$ cat src/rtl/core/tlbsr_pkg.sv
// Shared types and constants of the TLB with selectable replacement.
package tlbsr_pkg;

  typedef enum logic [1:0] {
    POL_FIFO = 2'd0,
    POL_LIFO = 2'd1,
    POL_LRU  = 2'd2
  } policy_t;

  localparam int CFG_IDX_W  = 2;
  localparam int CFG_DATA_W = 5;
  localparam int POLICY_W   = 2;
  localparam int SHIFT_W    = 5;
  localparam int CAP_W      = 5;

  localparam logic [CFG_IDX_W-1:0] CFG_POLICY = 2'd0;
  localparam logic [CFG_IDX_W-1:0] CFG_SHIFT  = 2'd1;
  localparam logic [CFG_IDX_W-1:0] CFG_CAP    = 2'd2;

  localparam logic [POLICY_W-1:0] POLICY_RST = 2'd0;
  localparam logic [SHIFT_W-1:0]  SHIFT_RST  = 5'd12;
  localparam logic [CAP_W-1:0]    CAP_RST    = 5'd16;

endpackage

$ cat src/rtl/core/tlbsr_req_if.sv
// Request channel: one virtual address per word.
interface tlbsr_req_if #(
  parameter int ADDR_BITS = 32
);
  logic                 valid;
  logic                 ready;
  logic [ADDR_BITS-1:0] access_address;

  modport source (output valid, output access_address, input ready);
  modport sink   (input valid, input access_address, output ready);
endinterface

$ cat src/rtl/core/tlbsr_rsp_if.sv
// Response channel: hit or miss per word.
interface tlbsr_rsp_if;
  logic valid;
  logic ready;
  logic hit;

  modport source (output valid, output hit, input ready);
  modport sink   (input valid, input hit, output ready);
endinterface

$ cat src/rtl/core/tlb_hit_with_selectable_replacement.sv
// A request word is held in the request register, its result in the response register.
// Throughput: one word per cycle unless the receiver stalls; the whole lookup and update
// of all entries is done between the request register and the response register.
// Reset (rst_n low, synchronous): all entries invalid, fill count zero, policy FIFO,
// page shift 12, capacity 16; no response pending.
module tlb_hit_with_selectable_replacement
  import tlbsr_pkg::*;
#(
  parameter int MAX_ENTRIES = 16,
  parameter int ADDR_BITS   = 32
) (
  input  logic                  clk,
  input  logic                  rst_n,
  tlbsr_req_if.sink             in_ch,
  tlbsr_rsp_if.source           out_ch,
  input  logic                  cfg_we,
  input  logic [CFG_IDX_W-1:0]  cfg_index,
  input  logic [CFG_DATA_W-1:0] cfg_wdata
);

  localparam int IDX_W  = (MAX_ENTRIES > 1) ? $clog2(MAX_ENTRIES) : 1;
  localparam int RANK_W = IDX_W;
  localparam int FILL_W = $clog2(MAX_ENTRIES + 1);
  localparam int CMP_W  = (FILL_W > CAP_W) ? FILL_W : CAP_W;
  localparam logic [CMP_W-1:0] MAX_CAP = CMP_W'(MAX_ENTRIES);

  // configuration
  logic [POLICY_W-1:0] cfg_policy_r;
  logic [SHIFT_W-1:0]  cfg_shift_r;
  logic [CAP_W-1:0]    cfg_cap_r;

  // pipeline
  logic                 s1_valid_r, s1_valid_nxt;
  logic [ADDR_BITS-1:0] s1_addr_r;
  logic                 out_valid_r, out_valid_nxt;
  logic                 out_hit_r;

  // entry store
  logic [ADDR_BITS-1:0] page_r [MAX_ENTRIES];
  logic [MAX_ENTRIES-1:0] valid_r, valid_nxt;
  logic [RANK_W-1:0]    rank_r [MAX_ENTRIES];
  logic [RANK_W-1:0]    rank_nxt [MAX_ENTRIES];
  logic [FILL_W-1:0]    fill_r, fill_nxt;

  logic                 out_free, fire, in_acc;
  policy_t              mode;
  logic [ADDR_BITS-1:0] page;
  logic [CMP_W-1:0]     cap;
  logic                 hit;
  logic [IDX_W-1:0]     hit_idx;
  logic [RANK_W-1:0]    hit_rank;
  logic                 need_evict, victim_found, do_evict;
  logic [RANK_W-1:0]    want, evict_rank;
  logic [FILL_W-1:0]    fill_m1;
  logic [IDX_W-1:0]     victim_idx;
  logic [MAX_ENTRIES-1:0] valid_ae;
  logic [RANK_W-1:0]    rank_ae [MAX_ENTRIES];
  logic                 slot_found;
  logic [IDX_W-1:0]     slot_idx;

  assign out_free      = !out_valid_r || out_ch.ready;
  assign fire          = s1_valid_r && out_free;
  assign in_ch.ready   = !s1_valid_r || fire;
  assign in_acc        = in_ch.valid && in_ch.ready;
  assign out_ch.valid  = out_valid_r;
  assign out_ch.hit    = out_hit_r;

  always_ff @(posedge clk) begin
    if (!rst_n) begin
      cfg_policy_r <= POLICY_RST;
      cfg_shift_r  <= SHIFT_RST;
      cfg_cap_r    <= CAP_RST;
    end else if (cfg_we) begin
      case (cfg_index)
        CFG_POLICY: cfg_policy_r <= cfg_wdata[POLICY_W-1:0];
        CFG_SHIFT:  cfg_shift_r  <= cfg_wdata[SHIFT_W-1:0];
        CFG_CAP:    cfg_cap_r    <= cfg_wdata[CAP_W-1:0];
        default:    ;
      endcase
    end
  end

  always_comb begin
    case (cfg_policy_r)
      POL_LIFO: mode = POL_LIFO;
      POL_LRU:  mode = POL_LRU;
      default:  mode = POL_FIFO;  // unused code runs as FIFO
    endcase
  end

  always_comb begin
    page = s1_addr_r >> cfg_shift_r;
    cap  = CMP_W'(cfg_cap_r);
    if (cap == '0) cap = CMP_W'(1);
    if (cap > MAX_CAP) cap = MAX_CAP;
  end

  // CAM lookup, lowest matching entry wins
  always_comb begin
    hit     = 1'b0;
    hit_idx = '0;
    for (int i = MAX_ENTRIES - 1; i >= 0; i--) begin
      if (valid_r[i] && page_r[i] == page) begin
        hit     = 1'b1;
        hit_idx = IDX_W'(i);
      end
    end
    hit_rank = rank_r[hit_idx];
  end

  // victim: rank 0 is the newest, fill-1 the oldest
  always_comb begin
    fill_m1      = fill_r - FILL_W'(1);
    need_evict   = (CMP_W'(fill_r) >= cap) && (fill_r != '0);
    want         = (mode == POL_LIFO) ? '0 : fill_m1[RANK_W-1:0];
    victim_found = 1'b0;
    victim_idx   = '0;
    for (int i = MAX_ENTRIES - 1; i >= 0; i--) begin
      if (valid_r[i] && rank_r[i] == want) begin
        victim_found = 1'b1;
        victim_idx   = IDX_W'(i);
      end
    end
    do_evict   = need_evict && victim_found;
    evict_rank = rank_r[victim_idx];
  end

  // state after eviction, then first free slot
  always_comb begin
    for (int i = 0; i < MAX_ENTRIES; i++) begin
      valid_ae[i] = valid_r[i] && !(do_evict && victim_idx == IDX_W'(i));
      if (do_evict && valid_r[i] && rank_r[i] > evict_rank)
        rank_ae[i] = rank_r[i] - RANK_W'(1);
      else
        rank_ae[i] = rank_r[i];
    end
    slot_found = 1'b0;
    slot_idx   = '0;
    for (int i = MAX_ENTRIES - 1; i >= 0; i--) begin
      if (!valid_ae[i]) begin
        slot_found = 1'b1;
        slot_idx   = IDX_W'(i);
      end
    end
  end

  always_comb begin
    valid_nxt = valid_r;
    fill_nxt  = fill_r;
    for (int i = 0; i < MAX_ENTRIES; i++) rank_nxt[i] = rank_r[i];
    if (fire) begin
      if (hit) begin
        if (mode == POL_LRU) begin
          for (int i = 0; i < MAX_ENTRIES; i++) begin
            if (hit_idx == IDX_W'(i))
              rank_nxt[i] = '0;
            else if (valid_r[i] && rank_r[i] < hit_rank)
              rank_nxt[i] = rank_r[i] + RANK_W'(1);
          end
        end
      end else begin
        valid_nxt = valid_ae;
        for (int i = 0; i < MAX_ENTRIES; i++) begin
          if (slot_found && slot_idx == IDX_W'(i))
            rank_nxt[i] = '0;
          else if (slot_found && valid_ae[i])
            rank_nxt[i] = rank_ae[i] + RANK_W'(1);
          else
            rank_nxt[i] = rank_ae[i];
        end
        if (slot_found) valid_nxt[slot_idx] = 1'b1;
        fill_nxt = fill_r - FILL_W'(do_evict) + FILL_W'(slot_found);
      end
    end
  end

  always_comb begin
    s1_valid_nxt = s1_valid_r;
    if (in_acc)    s1_valid_nxt = 1'b1;
    else if (fire) s1_valid_nxt = 1'b0;
    out_valid_nxt = out_valid_r;
    if (fire)              out_valid_nxt = 1'b1;
    else if (out_ch.ready) out_valid_nxt = 1'b0;
  end

  always_ff @(posedge clk) begin
    if (!rst_n) begin
      s1_valid_r  <= 1'b0;
      out_valid_r <= 1'b0;
      valid_r     <= '0;
      fill_r      <= '0;
      for (int i = 0; i < MAX_ENTRIES; i++) rank_r[i] <= '0;
    end else begin
      s1_valid_r  <= s1_valid_nxt;
      out_valid_r <= out_valid_nxt;
      valid_r     <= valid_nxt;
      fill_r      <= fill_nxt;
      for (int i = 0; i < MAX_ENTRIES; i++) rank_r[i] <= rank_nxt[i];
    end
  end

  always_ff @(posedge clk) begin
    if (in_acc) s1_addr_r <= in_ch.access_address;
    if (fire)   out_hit_r <= hit;
    if (fire && !hit && slot_found) page_r[slot_idx] <= page;
  end

endmodule

$ cat src/flat_wrapper.sv
// flat-port wrapper written by rule: the top's interface ports become plain ports
module tlb_hit_with_selectable_replacement_flat import tlbsr_pkg::*;
#(
  parameter int MAX_ENTRIES = 16,
  parameter int ADDR_BITS   = 32
)
  (clk, rst_n, cfg_we, cfg_index, cfg_wdata, in_ch_valid, in_ch_access_address, in_ch_ready, out_ch_valid, out_ch_hit, out_ch_ready);
  tlbsr_req_if #(.ADDR_BITS(ADDR_BITS)) in_ch_i ();
  tlbsr_rsp_if out_ch_i ();
  input  logic clk;
  input  logic rst_n;
  input  logic cfg_we;
  input  logic [CFG_IDX_W-1:0] cfg_index;
  input  logic [CFG_DATA_W-1:0] cfg_wdata;
  input wire logic [$bits(in_ch_i.valid)-1:0] in_ch_valid;
  input wire logic [$bits(in_ch_i.access_address)-1:0] in_ch_access_address;
  output wire logic [$bits(in_ch_i.ready)-1:0] in_ch_ready;
  output wire logic [$bits(out_ch_i.valid)-1:0] out_ch_valid;
  output wire logic [$bits(out_ch_i.hit)-1:0] out_ch_hit;
  input wire logic [$bits(out_ch_i.ready)-1:0] out_ch_ready;
  assign in_ch_i.valid = in_ch_valid;
  assign in_ch_i.access_address = in_ch_access_address;
  assign in_ch_ready = in_ch_i.ready;
  assign out_ch_valid = out_ch_i.valid;
  assign out_ch_hit = out_ch_i.hit;
  assign out_ch_i.ready = out_ch_ready;
  tlb_hit_with_selectable_replacement #(.MAX_ENTRIES(MAX_ENTRIES), .ADDR_BITS(ADDR_BITS)) u_core (.clk(clk), .rst_n(rst_n), .in_ch(in_ch_i), .out_ch(out_ch_i), .cfg_we(cfg_we), .cfg_index(cfg_index), .cfg_wdata(cfg_wdata));
endmodule
$ cat config.mk
export PLATFORM = sky130hd
export DESIGN_NAME = tlb_hit_with_selectable_replacement_flat
export DESIGN_NICKNAME = d
export VERILOG_FILES = /design/src/rtl/core/tlbsr_pkg.sv /design/src/rtl/core/tlbsr_req_if.sv /design/src/rtl/core/tlbsr_rsp_if.sv /design/src/rtl/core/tlb_hit_with_selectable_replacement.sv /design/src/flat_wrapper.sv
export SDC_FILE = /design/constraint.sdc
export NUM_CORES = 1
export LEC_CHECK = 0
export ABC_CLOCK_PERIOD_IN_PS = 13800
export BUFFER_PORTS_ARGS = -buffer_cell sky130_fd_sc_hd__buf_2
export CAP_MARGIN = 25
export CORE_UTILIZATION = 30
export DETAILED_ROUTE_END_ITERATION = 6
export HOLD_SLACK_MARGIN = 0.12
export MAX_ROUTING_LAYER = met4
export PLACE_DENSITY = 0.41
export SYNTH_ARGS = -nofsm -noshare
export SYNTH_HDL_FRONTEND = slang
export SYNTH_SLANG_ARGS = --single-unit
$ cat constraint.sdc
create_clock -name clk -period 13.8 [get_ports clk]
set_input_delay 1.38 -clock clk [delete_from_list [all_inputs] [get_ports clk]]
set_output_delay 1.38 -clock clk [all_outputs]
set_load 0.05 [all_outputs]
# == Yosys cells after proc, flatten, opt, wreduce, memory -nomap -nowiden ==
# Memory sizes are Yosys's and may differ from the RTL's.
# Cells that the tools add are included.
# word_totals
elab_cells,594
mem_bits_rw,576
reg_bits,68
out_inout_bits,3
n_memories,2
# op_classes
n_bitwise,18
n_eq_ne,83
shift,1
add_sub_neg,51
n_reduce_logical,184
muxes,210
magnitude_cmp,36
# memory_table
memory,words,word_bits,rd,rd_ports_with_merged_regs,write_ports,line,text
u_core.page_r,16,32,16,0,1,tlb_hit_with_selectable_replacement.sv:39,logic [ADDR_BITS-1:0] page_r [MAX_ENTRIES];
u_core.rank_r,16,4,18,0,16,tlb_hit_with_selectable_replacement.sv:41,logic [RANK_W-1:0] rank_r [MAX_ENTRIES];
# ops
operator,count
$mux W4,145
$eq A32 B32 Y1,16
$mux W64,3
$logic_and A1 B1 Y1,151
$add A4 B1 Y4 const B,32
$eq A4 B4 Y1 const B,24
$sub A4 B1 Y4 const B,17
$eq A4 B4 Y1,16
$gt A4 B4 Y1,16
$lt A4 B4 Y1,16
$mux W1,57
$eq A4 B3 Y1 const B,12
$shr A32 B5 Y32,1
$eq A4 B2 Y1 const B,6
$logic_not A1 Y1,19
$mux W16,1
$or A1 B1 Y1,16
$or A16 B16 Y16,1
$eq A4 B1 Y1 const B,3
$logic_not A4 Y1,3
$mux W5,2
$reduce_and A2 Y1,4
$eq A2 B1 Y1 const B,3
$eq A2 B2 Y1 const B,3
14 further kinds,16

# == Logic depth before layout (Yosys ltp) ==
# Gate-level depths: netlist (run 1).
# logic_depth
word_depth,48
mapped_depth,36

# == Worst setup path after synthesis (run 1) ==
# OpenSTA, ideal clock, no wires.
# synth_path
kind,register to register
startpoint,register u_core.fill_r[0]
endpoint,memory u_core.rank_r[5][2] (netlist name)
stages_incl_launch_ff,35
setup_ns,0.086
arrival_time_ns,7.905
period_less_slack_ns,7.991
path_slack_ns,5.809
path_buffers,5
cell_sequence,dfxtp_1 > clkbuf_1 > inv_1 > clkbuf_1 > ha_1 > xnor2_1 > nor2_1 > buf_2 > xor2_1 > or4b_2 > o21ai_0 > a21oi_1 > o2111ai_1 > a21oi_1 > o21ai_0 > clkbuf_1 > clkbuf_1 > o22ai_1 > a21oi_1 > nor2_1 > nor3_1 > ha_1 > nor2b_1 > o21a_1 > o21a_1 > o2111ai_1 > o21ai_0 > ha_1 > inv_1 > nor2_1 > xnor2_1 > or3_1 > and3_1 > and3_1 > a211oi_1
# synth_lines
element,line,text
from (decl),tlb_hit_with_selectable_replacement.sv:43,"logic [FILL_W-1:0] fill_r, fill_nxt;"
from (signal assigned),tlb_hit_with_selectable_replacement.sv:197,fill_r <= fill_nxt;
to (decl),tlb_hit_with_selectable_replacement.sv:41,

==> results.py, run 1 <==
metrics = {
    "synthesis": {
        "yosys.area_share.simple": 0.1760,
        "yosysSeqAreaShare": 0.4269,
        "synth_compound_area_frac": 0.1495,
        "syn-mean-instance-area_um2": 10.21,
        "synth-xor-area-share": 0.1216,
        "synthAdderAreaFrac": 0.05141,
        "syn_nets": 4429,
        "synth_edf_count": 545,
        "synth_cell_types": 118,
        "async_flop_share": 0,
        "synth_top_family_by_area": "simple AND/OR/NAND/NOR gates",
        "ys_ff_latch": 644,
        "synth_cells": 4209,
        "ys.warnings.count": 0,
        "muxShareOfSynthArea": 0.03796,
        "synth_area_um2": 42980,
        "synthFlopType": "edfxtp_1",
    },
    "placed_design": {
        "io_buffers": 46,
        "place_congestion": 0.9851,
        "dp_hpwl_um": 136100,
        "numPlacedInstances": 6097,
    },
    "final_layout": {
        "antenna_cells": 0,
        "area_delta_synth_final_pct": 14.14,
        "layout_common_cells": "edfxtp_1 (545), xnor2_1 (398), nand2_1 (258)",
        "layout.nets": 4514,
        "layout.cells.non_filler": 6249,
        "final_common_cell": "edfxtp_1",
        "fillers": 14410,
        "drive_gt1_frac": 0.1156,
    },
    "drt": {
        "vias": 35870,
        "wl_um": 187000,
        "via_per_inst": 5.740,
        "first_iter_violations": 3338,
        "drcViolationCount": 0,
        "wl_per_cell_um": 29.92,
        "drtPass1Iterations": 6,
        "ant_nets": 0,
    },
    "power": {
        "power_leakage_nw": 16.56,
        "finalPower_w": 0.005169,
        "ir_drop_mv": 0.1086,
        "p_per_area_nw_per_um2": 105.4,
    },
    "clock_network": {
        "clk_path_buf_depth": 3,
        "clk_pin_slew_ns": 0.06,
        "postCtsHoldBufs": 0,
        "cts_tree": "built",
        "clock-root-buffer": "clkbuf_16",
        "post_cts_buffers": 0,
        "post_cts_resized": 0,
        "clock_latency_ns": 0.72,
        "h-tree-depth": 3,
        "cts.sinks": 644,
        "numCtsBuffers": 80,
    },
    "worst_setup_path": {
        "critPathCaptureType": "register",
        "cp_slowest_cell": "nor2_1",
        "crit_type": "reg -> reg",
        "critPathTopFamily": "simple AND/OR/NAND/NOR gates",
        "crit_buf_inv": 7,
        "critPathMaxStageDelay_ns": 0.66,
        "crit_arrival_ns": 10.49,
        "critPathLaunchType": "register",
        "required_ns": 14.43,
        "path_max_fanout": 26,
    },
    "floorplan": {
        "die_area_um2": 144800,
        "die_w_um": 380.5,
        "die_h_um": 380.5,
        "io_pins": 47,
        "fp-row-count": 138,
        "core_um2": 141900,
        "start_util": 0.3028,
    },
    "timing": {
        "final_max_slew_viol_count": 0,
        "skew_ns": 0.05259,
        "setup_viol": 0,
        "tightest_slew_ns": 1.222,
        "rsz0062_at_grt": "false",
        "finalCriticalPeriod_ns": 9.858,
        "fin_crit_sh": 0.7144,
        "maxSlewHeadroom": 0.1810,
        "hold_viol_final": 0,
        "clock.fmax_mhz": 101.4,
        "tns_ns": 0,
    },
    "run_status": {
        "outcome": "finished clean",
    },
    "global_route": {
        "grt_pass1_vias": 34450,
        "grt_pass1_wl_um": 265900,
        "grt.overflow.total": 0,
        "track_usage": 0.2604,
        "antenna_found_initial": 4,
        "grt_max_degree": 52,
    },
    "flow_run": {
        "max_cap_violations": 0,
    },
    "min_path": {
        "hp-class": "reg -> reg",
    },
}
==> layer usage <==
layer / routed length (µm) / up-vias / global-route usage
li1: - / 16190 / -
met5: 0 / - / -
met2: 86830 / 1282 / 0.4116
met1: 82730 / 18100 / 0.3423
met4: 6867 / 0 / 0.08430
met3: 10530 / 297 / 0.03593
==> flip-flops by register name, summed over array words and instances, names as in the netlist <==
signal	flops
u_core.page_r	512
u_core.out_ch.hit	1
u_core.out_ch.valid	1
u_core.s1_valid_r	1
u_core.cfg_cap_r	5
u_core.rank_r	64
u_core.cfg_policy_r	2
u_core.s1_addr_r	32
u_core.cfg_shift_r	5
u_core.valid_r	16
u_core.fill_r	5
==> stage by stage <==
stage	cell area (µm²)	util	hold slack, ns	worst slack (ns)
after CTS	49010	0.3453	0.5157	3.517
after detailed placement	46320	0.3263	0.5013	3.515
after global placement	46090	0.3248	0.4924	3.400
after global routing	49060	0.3456	0.5358	3.288
final	49060	0.3456	0.5132	3.942
after floorplan	42980	-	0.4641	5.809
==> worst paths after layout <==
check | cells after the start | end | slack [ns] | from
setup reg to reg | 34 | u_core.rank_r[5][2] | 3.94 | u_core.fill_r[0]
setup / recovery | 34 | u_core.rank_r[5][2] | 3.94 | u_core.fill_r[0]
hold reg to reg | 2 | u_core.cfg_cap_r[0] | 0.51 | u_core.cfg_cap_r[0]
hold / removal | 2 | u_core.cfg_cap_r[0] | 0.51 | u_core.cfg_cap_r[0]
==> final cells by class <==
cell class | count | area [µm²] | share of cell area
Clock inverter | 47 | 543.0 | 0.01107
Tap cell | 1890 | 2365 | 0.04820
Inverter | 154 | 578.1 | 0.01178
Multi-Input combinational cell | 3199 | 23440 | 0.4778
Sequential cell | 644 | 18360 | 0.3741
Timing Repair Buffer | 215 | 1629 | 0.03321
Clock buffer | 100 | 2150 | 0.04382
==> logic make-up (layout without fill, tap and decap cells) <==
group,after synthesis,after routing
adders and majority gates,176,176
xor gates and xnor gates,597,597
buffers and inverters,366,516
muxes,126,126
DFF,644,644
AOI/OAI and AO/OA,905,905
and+or+nand+nor,1395,1395
==> cells in the mapped netlist (24+ instances only) <==
cell       count  area, µm²
o221ai_1      25      219.0
xnor2_1      400       3503
o211ai_1      46      345.3
and3_1        25      156.4
nand4_1       96      600.6
or3_1         48      300.3
o2111ai_1     41      359.1
nand2_1      259      972.2
nor2b_1       43      269.0
nor3_1       127      635.6
a21oi_1      139      695.7
mux4_2        24      540.5
a21o_1        26      195.2
or4_1         32      240.2
clkbuf_1     117      439.2
a31oi_1       42      262.8
nand3_1      134      670.6
and2_1        29      181.4
edfxtp_1     545      16370
o21ai_0      162      810.8
nand2b_1      42      262.8
mux2i_1       69      690.7
xor2_1       197       1725
dfxtp_1       99       1982
nor4_1       111      694.4
nor3b_1       25      187.7
inv_1        144      540.5
nor2_1       260      975.9
nor4b_1       27      236.5
buf_2         48      240.2
o22ai_1       50      312.8
o21a_1        77      578.1
ha_1         175       2190
a211oi_1      42      315.3
o31ai_1       31      232.7
==> power breakdown <==
| part | total (W) | leakage (nW) | internal (W) | switching [W] |
|---|---|---|---|---|
| logic | 0.000784 | 9.52 | 0.000244 | 0.000540 |
| clock network | 0.00220 | 1.30 | 0.00125 | 0.000946 |
| registers | 0.00219 | 5.74 | 0.00215 | 0.0000370 |
| total | 0.00517 | 16.6 | 0.00365 | 0.00152 |
==> worst register-to-register path: cells and delay by family, from the launching register on <==
family                     cells  cell delay [ns]
AOI/OAI and AO/OA             12             2.88
buffers and inverters          7             2.48
DFF                            1             0.31
xor gates and xnor gates       1             0.15
and+or+nand+nor               11             2.88
adders and majority gates      3             1.10
(Power assumes the default switching activity.)
==> run 2: changes to the inputs <==
--- a/config.mk
+++ b/config.mk
@@ -5,14 +5,14 @@
 export SDC_FILE = /design/constraint.sdc
 export NUM_CORES = 1
 export LEC_CHECK = 0
-export ABC_CLOCK_PERIOD_IN_PS = 13800
+export ABC_CLOCK_PERIOD_IN_PS = 8600
 export BUFFER_PORTS_ARGS = -buffer_cell sky130_fd_sc_hd__buf_2
 export CAP_MARGIN = 25
 export CORE_UTILIZATION = 30
 export DETAILED_ROUTE_END_ITERATION = 6
 export HOLD_SLACK_MARGIN = 0.12
 export MAX_ROUTING_LAYER = met4
-export PLACE_DENSITY = 0.41
+export PLACE_DENSITY = 0.42
 export SYNTH_ARGS = -nofsm -noshare
 export SYNTH_HDL_FRONTEND = slang
 export SYNTH_SLANG_ARGS = --single-unit
==> constraint.sdc (replaced) <==
create_clock -name clk -period 8.6 [get_ports clk]
set_input_delay 0.86 -clock clk [delete_from_list [all_inputs] [get_ports clk]]
set_output_delay 0.86 -clock clk [all_outputs]
set_load 0.05 [all_outputs]
==> results.py, run 2 (same netlist as run 1, synthesis figures left out) <==
metrics = {
    "run_status": {
        "outcome": "finished clean",
    },
    "global_route": {
        "grt_pass1_wl_um": 268900,
        "antenna_found_initial": 8,
        "grt_pass1_vias": 34890,
        "track_usage": 0.2643,
        "grt.overflow.total": 0,
        "grt_max_degree": 38,
    },
    "drt": {
        "vias": 36310,
        "via_per_inst": 5.658,
        "ant_nets": 0,
        "wl_per_cell_um": 29.70,
        "wl_um": 190600,
        "drcViolationCount": 0,
        "drtPass1Iterations": 6,
        "first_iter_violations": 3172,
    },
    "worst_setup_path": {
        "path_max_fanout": 31,
        "required_ns": 9.16,
        "crit_buf_inv": 6,
        "critPathTopFamily": "compound AO/OA/AOI/OAI gates",
        "cp_slowest_cell": "dfxtp_4",
        "worst-r2r-setup-slack_ns": 0.38,
        "cpMostUsedCell": "buf_4",
        "critPathMaxStageDelay_ns": 0.64,
        "crit_arrival_ns": 8.78,
        "critPathLaunchType": "register",
        "critPathCaptureType": "register",
        "crit_type": "reg -> reg",
    },
    "placed_design": {
        "io_buffers": 46,
        "dp_hpwl_um": 142300,
        "place_congestion": 0.9575,
    },
    "final_layout": {
        "multi_input_area_um2": 23460,
        "fillers": 14470,
        "drive_gt1_frac": 0.1503,
        "layout_common_cells": "edfxtp_1 (545), xnor2_1 (399), buf_4 (325)",
        "layout.nets": 4687,
        "regArea_um2": 18360,
        "reg_top3": "u_core.page_r (512), u_core.rank_r (64), u_core.s1_addr_r (32)",
        "final_common_cell": "edfxtp_1",
        "largest_reg_flops": 512,
        "area_delta_synth_final_pct": 16.93,
        "top_register": "u_core.page_r",
    },
    "power": {
        "clockPowerShare": 0.410,
        "ir_drop_mv": 0.1864,
        "power_leakage_nw": 17.33,
        "seqPwrFrac": 0.428,
        "p_sw_w": 0.002435,
        "finalPower_w": 0.008171,
        "p_per_area_nw_per_um2": 162.6,
        "intPower_w": 0.005737,
        "swShare": 0.2979,
        "p_comb_frac": 0.162,
    },
    "clock_network": {
        "cts_tree": "built",
        "clock-root-buffer": "clkbuf_16",
        "clk_pin_slew_ns": 0.06,
        "clk_path_buf_depth": 3,
        "cts.sinks": 644,
        "numCtsBuffers": 78,
        "clock_latency_ns": 0.72,
        "postCtsHoldBufs": 0,
        "h-tree-depth": 3,
    },
    "floorplan": {
        "core_um2": 141900,
        "start_util": 0.3028,
        "die_h_um": 380.5,
        "die_w_um": 380.5,
        "fp-row-count": 138,
        "die_area_um2": 144800,
        "io_pins": 47,
    },
    "timing": {
        "tns_ns": 0,
        "clock.fmax_mhz": 121.7,
        "rsz0062_at_grt": "false",
        "fin_crit_sh": 0.9556,
        "tightest_slew_ns": 1.070,
        "maxSlewHeadroom": 0.2763,
        "finalCriticalPeriod_ns": 8.218,
        "hold_viol_final": 0,
        "skew_ns": 0.07045,
        "hold-worst-slack_ns": 0.3502,
        "setup_viol": 0,
        "final_max_slew_viol_count": 0,
    },
    "flow_run": {
        "max_cap_violations": 0,
    },
    "min_path": {
        "hp-class": "in -> reg",
    },
}
## run 2: cell types whose count changed in the layout (fill, tap and decap cells not counted), sizes merged
cell / previous run / this run
clkinvlp: 4 / 9
inv: 152 / 154
clkinv: 38 / 34
diode: 0 / 2
buf: 214 / 390
clkbuf: 101 / 90
bufinv: 7 / 5
## run 2: cell type report
type                    instances  share of cell area
clock buffers                  90             0.04013
inverters                     154             0.01158
clock inverters                48            0.009510
diodes                          2          0.00009958
flip-flops and latches        644              0.3652
well taps                    1890             0.04705
repair buffers                390             0.05960
multi-input cells            3199              0.4668
## run 2: worst paths after layout
path                                  from                   end  cells after the start
setup reg to reg     u_core.cfg_shift_r[1]  u_core.rank_r[11][3]                     28
hold reg to reg           u_core.fill_r[1]      u_core.fill_r[1]                      2
setup / recovery     u_core.cfg_shift_r[1]  u_core.rank_r[11][3]                     28
hold / removal    in_ch_access_address[11]  u_core.s1_addr_r[11]                      1
## run 2: timing repair
action                                 in CTS  in global routing
setup buffers                               0                  2
endpoints found under the hold margin       0                  0
resized for setup                           0                 18
setup endpoints to repair                   0                 49
## run 2: power groups by stage
| stage | Clock, W | Combinational, W | Sequential (W) |
|---|---|---|---|
| after floorplan | 0 | 0.000749 | 0.00354 |
| after global placement | 0 | 0.00131 | 0.00356 |
| after detailed placement | 0 | 0.00131 | 0.00356 |
| after CTS | 0.00343 | 0.00131 | 0.00350 |
| after global routing | 0.00353 | 0.00140 | 0.00350 |
| final | 0.00335 | 0.00132 | 0.00350 |
## run 2: metrics by stage
stage / util / cell area, µm² / instances / worst slack [ns]
5_1_grt: 0.3541 / 50260 / 6417 / 0.05159
3_5_place_dp: 0.3355 / 47610 / 6272 / 0.1892
2_1_floorplan: - / 42980 / 4209 / 0.6093
3_3_place_gp: 0.3349 / 47530 / 6266 / 0.1813
6_report: 0.3541 / 50260 / 6417 / 0.3817
4_1_cts: 0.3530 / 50110 / 6410 / 0.1291
## run 2: metal layers
layer / up-vias / part of all wire / track usage
li1: 16550 / - / -
met3: 309 / 0.047 / 0.03171
met2: 1132 / 0.47 / 0.4269
met5: - / 0 / -
met1: 18320 / 0.44 / 0.3430
met4: 0 / 0.037 / 0.08505
